File: src/pbsd_pkg.sv
// Package for the archive byte stream decryptor.
// Holds command and register codes, key table sizes and the constant
// modulo helpers; no dependencies.
package pbsd_pkg;

   localparam int KEY_BYTES    = 16;
   localparam int KEY_IDX_W    = $clog2(KEY_BYTES);
   localparam int KEY_BITS     = 8 * KEY_BYTES;
   localparam int CSR_DATA_W   = 64;
   localparam int CSR_INDEX_W  = 3;
   localparam int NUM_W        = 7;

   localparam logic [KEY_IDX_W-1:0] INDEX_A_START = KEY_IDX_W'(0);
   localparam logic [KEY_IDX_W-1:0] INDEX_B_START = KEY_IDX_W'(8);
   localparam logic [KEY_IDX_W:0]   INDEX_A_LIMIT = (KEY_IDX_W+1)'(15);
   localparam logic [KEY_IDX_W:0]   INDEX_B_WRAP  = (KEY_IDX_W+1)'(12);
   localparam logic [KEY_IDX_W:0]   INDEX_B_HOLD  = (KEY_IDX_W+1)'(8);
   localparam logic [NUM_W-1:0]     NUM_STEP      = NUM_W'(2);

   typedef enum logic [1:0] {
      CMD_DECRYPT = 2'd0,
      CMD_SKIP    = 2'd1,
      CMD_RESTART = 2'd2,
      CMD_NONE    = 2'd3
   } command_type;

   typedef enum logic [CSR_INDEX_W-1:0] {
      CSR_KEY_A_LOW      = 3'd0,
      CSR_KEY_A_HIGH     = 3'd1,
      CSR_KEY_B_LOW      = 3'd2,
      CSR_KEY_B_HIGH     = 3'd3,
      CSR_START_INDEX    = 3'd4,
      CSR_ENCRYPT_ENABLE = 3'd5
   } csr_index_type;

   // n mod 7 for 7-bit n: quotient = (n * 147) >> 10, exact below 128
   function automatic logic [2:0] mod7(input logic [NUM_W-1:0] n);
      logic [14:0] prod;
      logic [4:0]  quo;
      logic [7:0]  rem;
      prod = 15'(n) * 15'd147;
      quo  = prod[14:10];
      rem  = 8'(n) - 8'(quo) * 8'd7;
      return rem[2:0];
   endfunction

   // n mod 12 for 7-bit n: quotient = (n * 43) >> 9, exact below 128
   function automatic logic [3:0] mod12(input logic [NUM_W-1:0] n);
      logic [12:0] prod;
      logic [3:0]  quo;
      logic [7:0]  rem;
      prod = 13'(n) * 13'd43;
      quo  = prod[12:9];
      rem  = 8'(n) - 8'(quo) * 8'd12;
      return rem[3:0];
   endfunction

endpackage

File: src/pack_byte_stream_decryptor_core.sv
// Archive byte stream decryptor, top level.
// Depends on pbsd_pkg for codes, sizes and the modulo helpers.
//
// Usage:
//   Requests enter on req_valid/req_ready with req_command and
//   req_cipher_byte. A decrypt request yields one response on
//   rsp_valid/rsp_ready carrying rsp_plain_byte; skip and restart requests
//   only move the keystream and yield nothing.
//   A response is presented the cycle after its request is taken, unless the
//   receiver stalls. Throughput: one request per cycle while the skid register
//   is empty; the keystream update and the byte transform are a single pass of
//   logic ahead of the response register. When the receiver stalls, the
//   response register holds and one more response lands in a skid register;
//   req_ready drops only while that skid register is full.
//   Reset (synchronous, active high) clears both response slots, loads the
//   keystream start state (index A 0, index B 8, swap 0, number 0) and
//   clears all keys, start_index and encrypt_enable.
//   Configuration: csr_wr_en writes csr_wdata to register csr_index in the
//   same edge; write only while no request is in flight.
module pack_byte_stream_decryptor_core (
   input  logic                                 clock,
   input  logic                                 reset,
   input  logic                                 req_valid,
   output logic                                 req_ready,
   input  logic [1:0]                           req_command,
   input  logic [7:0]                           req_cipher_byte,
   output logic                                 rsp_valid,
   input  logic                                 rsp_ready,
   output logic [7:0]                           rsp_plain_byte,
   input  logic                                 csr_wr_en,
   input  logic [pbsd_pkg::CSR_INDEX_W-1:0]     csr_index,
   input  logic [pbsd_pkg::CSR_DATA_W-1:0]      csr_wdata
);

   localparam int IW = pbsd_pkg::KEY_IDX_W;
   localparam int NW = pbsd_pkg::NUM_W;

   logic [pbsd_pkg::KEY_BITS-1:0] key_a_ff, key_b_ff;
   logic [NW-1:0]                 start_index_ff;
   logic                          encrypt_enable_ff;

   logic [IW-1:0] index_a_ff, index_a_in;
   logic [IW-1:0] index_b_ff, index_b_in;
   logic [NW-1:0] number_ff, number_in;
   logic          swap_ff, swap_in;

   logic          rsp_valid_ff, skid_valid_ff;
   logic [7:0]    rsp_data_ff, skid_data_ff;

   logic          accept;
   logic          produce;
   logic          advance;
   logic [7:0]    plain_in;
   logic [7:0]    mix;
   logic [IW:0]   a_next, b_next;
   logic [NW-1:0] num_next;
   pbsd_pkg::command_type cmd;

   assign cmd       = pbsd_pkg::command_type'(req_command);
   assign req_ready = !skid_valid_ff;
   assign accept    = req_valid && req_ready;
   assign produce   = accept && (cmd == pbsd_pkg::CMD_DECRYPT);
   assign advance   = accept && encrypt_enable_ff &&
                      (cmd == pbsd_pkg::CMD_DECRYPT || cmd == pbsd_pkg::CMD_SKIP);

   assign rsp_valid      = rsp_valid_ff;
   assign rsp_plain_byte = rsp_data_ff;

   always_comb begin
      mix = key_b_ff[8*index_b_ff +: 8] ^ {1'b0, number_ff} ^ req_cipher_byte;
      if (swap_ff) begin
         mix = {mix[3:0], mix[7:4]};
      end
      mix = mix ^ key_a_ff[8*index_a_ff +: 8];
      plain_in = encrypt_enable_ff ? mix : req_cipher_byte;
   end

   always_comb begin
      a_next   = {1'b0, index_a_ff} + (IW+1)'(1);
      b_next   = {1'b0, index_b_ff} + (IW+1)'(1);
      num_next = number_ff + pbsd_pkg::NUM_STEP;
      index_a_in = index_a_ff;
      index_b_in = index_b_ff;
      number_in  = number_ff;
      swap_in    = swap_ff;
      if (accept && cmd == pbsd_pkg::CMD_RESTART) begin
         index_a_in = pbsd_pkg::INDEX_A_START;
         index_b_in = pbsd_pkg::INDEX_B_START;
         number_in  = start_index_ff;
         swap_in    = 1'b0;
      end else if (advance) begin
         if (a_next <= pbsd_pkg::INDEX_A_LIMIT) begin
            index_a_in = a_next[IW-1:0];
            if (b_next > pbsd_pkg::INDEX_B_WRAP) begin
               index_b_in = '0;
               swap_in    = !swap_ff;
            end else begin
               index_b_in = b_next[IW-1:0];
            end
         end else if (b_next <= pbsd_pkg::INDEX_B_HOLD) begin
            index_a_in = '0;
            index_b_in = b_next[IW-1:0];
            swap_in    = !swap_ff;
         end else begin
            number_in = num_next;
            if (swap_ff) begin
               swap_in    = 1'b0;
               index_a_in = IW'(pbsd_pkg::mod7(num_next));
               index_b_in = pbsd_pkg::mod12(num_next) + IW'(2);
            end else begin
               swap_in    = 1'b1;
               index_b_in = IW'(pbsd_pkg::mod7(num_next));
               index_a_in = pbsd_pkg::mod12(num_next) + IW'(3);
            end
         end
      end
   end

   always_ff @(posedge clock) begin
      if (reset) begin
         key_a_ff          <= '0;
         key_b_ff          <= '0;
         start_index_ff    <= '0;
         encrypt_enable_ff <= 1'b0;
      end else if (csr_wr_en) begin
         unique case (csr_index)
            pbsd_pkg::CSR_KEY_A_LOW:
               key_a_ff[pbsd_pkg::CSR_DATA_W-1:0] <= csr_wdata;
            pbsd_pkg::CSR_KEY_A_HIGH:
               key_a_ff[pbsd_pkg::KEY_BITS-1:pbsd_pkg::CSR_DATA_W] <= csr_wdata;
            pbsd_pkg::CSR_KEY_B_LOW:
               key_b_ff[pbsd_pkg::CSR_DATA_W-1:0] <= csr_wdata;
            pbsd_pkg::CSR_KEY_B_HIGH:
               key_b_ff[pbsd_pkg::KEY_BITS-1:pbsd_pkg::CSR_DATA_W] <= csr_wdata;
            pbsd_pkg::CSR_START_INDEX:    start_index_ff    <= csr_wdata[NW-1:0];
            pbsd_pkg::CSR_ENCRYPT_ENABLE: encrypt_enable_ff <= csr_wdata[0];
            default: ;
         endcase
      end
   end

   always_ff @(posedge clock) begin
      if (reset) begin
         index_a_ff <= pbsd_pkg::INDEX_A_START;
         index_b_ff <= pbsd_pkg::INDEX_B_START;
         number_ff  <= '0;
         swap_ff    <= 1'b0;
      end else begin
         index_a_ff <= index_a_in;
         index_b_ff <= index_b_in;
         number_ff  <= number_in;
         swap_ff    <= swap_in;
      end
   end

   always_ff @(posedge clock) begin
      if (reset) begin
         rsp_valid_ff  <= 1'b0;
         skid_valid_ff <= 1'b0;
      end else if (!rsp_valid_ff || rsp_ready) begin
         if (skid_valid_ff) begin
            rsp_valid_ff  <= 1'b1;
            rsp_data_ff   <= skid_data_ff;
            skid_valid_ff <= 1'b0;
         end else begin
            rsp_valid_ff <= produce;
            if (produce) begin
               rsp_data_ff <= plain_in;
            end
         end
      end else if (produce) begin
         skid_valid_ff <= 1'b1;
         skid_data_ff  <= plain_in;
      end
   end

   // skid slot is only ever filled behind a held response
   assert property (@(posedge clock) disable iff (reset) skid_valid_ff |-> rsp_valid_ff)
      else $error("skid slot full with empty response register");

   assert property (@(posedge clock) disable iff (reset)
      skid_valid_ff && rsp_valid_ff && !rsp_ready |=> skid_valid_ff && $stable(skid_data_ff))
      else $error("skid slot changed while stalled");

   assert property (@(posedge clock) disable iff (reset)
      accept && cmd == pbsd_pkg::CMD_RESTART |=>
         index_a_ff == pbsd_pkg::INDEX_A_START && index_b_ff == pbsd_pkg::INDEX_B_START &&
         !swap_ff)
      else $error("restart did not load start state");

   assert property (@(posedge clock) disable iff (reset)
      !encrypt_enable_ff && !(accept && cmd == pbsd_pkg::CMD_RESTART) |=>
         $stable(index_a_ff) && $stable(index_b_ff) && $stable(number_ff) && $stable(swap_ff))
      else $error("keystream moved in plain mode");

   assert property (@(posedge clock) disable iff (reset) index_b_ff <= IW'(13))
      else $error("index B out of range");

endmodule

File: config.mk
export PLATFORM = sky130hd
export DESIGN_NAME = pack_byte_stream_decryptor_core
export DESIGN_NICKNAME = d
export VERILOG_FILES = /design/src/pbsd_pkg.sv /design/src/pack_byte_stream_decryptor_core.sv
export SDC_FILE = /design/constraint.sdc
export NUM_CORES = 1
export LEC_CHECK = 0
export BUFFER_PORTS_ARGS = -buffer_cell sky130_fd_sc_hd__buf_2
export CORE_UTILIZATION = 35
export CTS_CLUSTER_SIZE = 25
export DETAILED_ROUTE_END_ITERATION = 8
export GPL_ROUTABILITY_DRIVEN = 0
export PLACE_DENSITY = 0.62
export SLEW_MARGIN = 15
export SYNTH_ARGS = -nofsm -noshare
export SYNTH_HDL_FRONTEND = slang
export SYNTH_SLANG_ARGS = --single-unit
export TNS_END_PERCENT = 1
File: constraint.sdc
create_clock -name clock -period 5.8 [get_ports clock]
set_input_delay 0.87 -clock clock [delete_from_list [all_inputs] [get_ports clock]]
set_output_delay 0.87 -clock clock [all_outputs]
set_load 0.05 [all_outputs]
==> flow_summary.toml <==
[run_status]
status = "finished, final reports clean"

[global_route]
grt_remaining_overflow = 0
grt_max_degree = 144
antenna_found_initial = 7
grt_pass1_vias = 11600
grt_util_all_layers_pct = 19.5
grt_pass1_wl_mm = 66.5

[sta]
rsz0062_at_grt = "yes"
max_slew_margin_pct = 28.2
hold_violations = 0
finalMaxSlewViolations = 0
period_minus_slack_ns = 5.45
clock-skew-final_ns = 0.00752
post-route-period-util_pct = 93.9
finalSetupViolCount = 0
finalSetupTns_ns = 0
tightest_slew_ns = 1.08
fmax_ghz = 0.184

[setup_path]
r2r_slack_ns = 0.35
regToRegEndpoint = "index_b_ff[2]$_SDFFE_PP0P_"
crit_path_end_kind = "flip-flop"
critPathLaunch = "number_ff[2]$_SDFFE_PP0P_"
cp_max_fo = 6
path_class = "flip-flop to flip-flop"
worstRegToRegCells = 24
r2r_start = "number_ff[2]$_SDFFE_PP0P_"
cp.arrival_ns = 5.93
start_kind = "flip-flop"
worstPathRequired_ns = 6.29

[synthesis]
synth_seq_area_share_pct = 41.2
yosys_register_bits = 298
yosysTopAreaCellShare_pct = 38.0
yosys_warnings = 0
synth_area_leader_cell = "dfxtp_1"
synth.area.top_cells = "dfxtp_1 (38%), nand2_1 (14%), mux4_2 (11%)"
synth_most_common_cell = "nand2_1"
synth_edf_count = 16
synth_fp_nets = 1872
synth_compound_area_share_pct = 13.2
synthXorXnorAreaFrac_pct = 3.24
synth_area_per_cell_um2 = 8.65
yosys.cell_types.count = 52
synth_commonest_cells = "nand2_1 (542), dfxtp_1 (282), a21oi_1 (274)"
synth_fa_ha_area_share_pct = 6.64
syn_area_um2 = 14900
muxShareOfSynthArea_pct = 12.8
synth_top_family_by_area = "simple AND/OR/NAND/NOR gates"
async_flop_share_pct = 0
synth_top_flop_cell = "dfxtp_1"
synth-simple-area-share_pct = 18.3
syn_inst = 1718

[clock_tree]
postCtsResizedCells = 1
clk_path_buf_depth = 3
clock_sinks = 298
postCtsSetupRepairBufs = 0
hold_buffers = 0
cts_buffers = 31
clkSlewWorstSetupHoldPaths_ns = 0.06
root_buffer = "clkbuf_16"
clk_latency_ns = 0.57
htree_levels = 1
cts_tree = "built"

[min_path]
min_path_type = "flip-flop to flip-flop"
min_to = "key_a_ff[93]$_SDFFE_PP0P_"
holdPathStages = 2
min-delay-start = "key_a_ff[93]$_SDFFE_PP0P_"

[detailed_routing]
vias = 12200
drtPass1Iterations = 7
drc = 0
drt_wl_total_mm = 42.5
avgRoutedWirePerCell_um = 18.4
drt-initial-drc-count = 956
detail-route-antenna-nets = 0
viasPerCell = 5.30

[die]
start_util_pct = 35.4
die_w_um = 208
core.rowCount = 75
core_um2 = 41900
io_pins = 92
die-area_um2 = 43300
die_h_um = 208

[layout]
area.growth.synth_to_final_pct = 12.7
drive_above_1_share_pct = 15.1
nets = 1896
finish.instance_area_um2 = 16700

[place]
dp_hpwl_mm = 28.9
numPortBuffers = 91
detailed_place.area_um2 = 15700

[flow_run]
maxCapViolations = 0

[power_and_ir_drop]
vdd_drop_max_v = 0.000219
power_density_nw_per_um2 = 264
p_leak_uw = 0.00594
[layout by cell type (no fill, tap or decap), types with 6 or more instances in the layout]
| cell type | count |
|---|---|
| a211oi_1 | 12 |
| a21oi_1 | 274 |
| a22o_1 | 7 |
| a22oi_1 | 18 |
| and4_1 | 7 |
| buf_2 | 90 |
| buf_4 | 27 |
| clkbuf_1 | 8 |
| clkbuf_16 | 31 |
| clkbuf_8 | 6 |
| clkinv_2 | 7 |
| dfxtp_1 | 279 |
| diode_2 | 6 |
| edfxtp_1 | 16 |
| fa_1 | 10 |
| ha_1 | 61 |
| inv_1 | 47 |
| mux2_2 | 9 |
| mux2i_1 | 18 |
| mux4_2 | 72 |
| nand2_1 | 541 |
| nand2b_1 | 12 |
| nand3_1 | 12 |
| nand4_1 | 7 |
| nor2_1 | 41 |
| nor2b_1 | 6 |
| nor4_1 | 8 |
| o21ai_0 | 12 |
| xnor2_1 | 37 |
| xor2_1 | 15 |
[layer usage]
layer | up-vias | part of all wire [%] | wire length (µm) | GRT usage [%]
li1 | 5919 | - | - | -
met1 | 5895 | 44 | 18800 | 27.2
met2 | 377 | 46 | 19600 | 30.8
met3 | 54 | 7.2 | 3070 | 3.22
met4 | 0 | 2.2 | 952 | 6.05
met5 | - | 0 | 0 | 0
[power breakdown]
group / switching (µW) / internal (µW) / total [µW] / leakage [µW]
clock network: 835 / 1050 / 1880 / 0.000469
registers: 22.8 / 2110 / 2130 / 0.00243
logic: 257 / 150 / 406 / 0.00305
total: 1110 / 3310 / 4420 / 0.00594
[sequential cells by signal (all words and copies together) (netlist names), 4 cells and up]
name	flops
key_a_ff	128
key_b_ff	128
rsp_plain_byte	8
skid_data_ff	8
number_ff	7
start_index_ff	7
index_a_ff	4
index_b_ff	4
[logic make-up (layout without fill, tap and decap cells)]
group	Yosys count	after routing
mux	99	99
simple gates	665	665
buf+inv	174	220
fa+ha+maj	73	73
xor+xnor	55	55
flops	298	298
other cells	0	6
compound gates	354	354
[critical path, stage by stage, from the launching register on]
cell       delay (ns)
dfxtp_2          0.40
ha_2             0.24
nand3_1          0.14
xor2_2           0.21
buf_4            0.16
inv_1            0.09
ha_1             0.24
fa_1             0.37
ha_1             0.30
fa_1             0.47
ha_1             0.29
o21a_1           0.11
nor2_1           0.05
a2111oi_2        0.25
nor2_1           0.12
xnor2_1          0.16
ha_1             0.28
inv_1            0.05
fa_1             0.42
xnor2_1          0.18
xnor2_1          0.15
xnor2_1          0.16
a21oi_1          0.09
nand4bb_1        0.20
a211oi_1         0.23
[metrics by stage]
| stage | hold slack, ns | power [µW] | std cells | util, % | setup slack (ns) |
|---|---|---|---|---|---|
| global placement | 0.439 | 2570 | 2248 | 37.5 | 0.133 |
| floorplan | 0.431 | 2420 | 1718 | - | 0.0688 |
| global route | 0.465 | 4590 | 2308 | 39.9 | -0.0249 |
| CTS | 0.452 | 4450 | 2303 | 39.8 | 0.0738 |
| finish | 0.449 | 4420 | 2309 | 39.9 | 0.354 |
| detailed placement | 0.444 | 2580 | 2248 | 37.5 | -0.00248 |
[layout make-up]
cell class              instances  area (µm²)
multi-input cells            1246        8120
diodes                          6        15.0
flip-flops and latches        298        6130
clock buffers                  44         875
fillers                      4225       25200
inverters                      47         176
well taps                     539         674
clock inverters                11        76.3
repair buffers                118         667
[how the worst max path moves through the flow]
stage                            endpoint  slack (ns)  cells past startpoint
6_report       index_b_ff[2]$_SDFFE_PP0P_        0.35                     24
3_3_place_gp   index_b_ff[2]$_SDFFE_PP0P_        0.13                     24
5_1_grt        index_b_ff[2]$_SDFFE_PP0P_       -0.02                     24
3_5_place_dp   index_b_ff[2]$_SDFFE_PP0P_      -0.002                     24
4_1_cts        index_b_ff[2]$_SDFFE_PP0P_        0.07                     24
2_1_floorplan  index_b_ff[2]$_SDFFE_PP0P_        0.07                     24
Note: power is estimated with default switching activity, not from simulation.
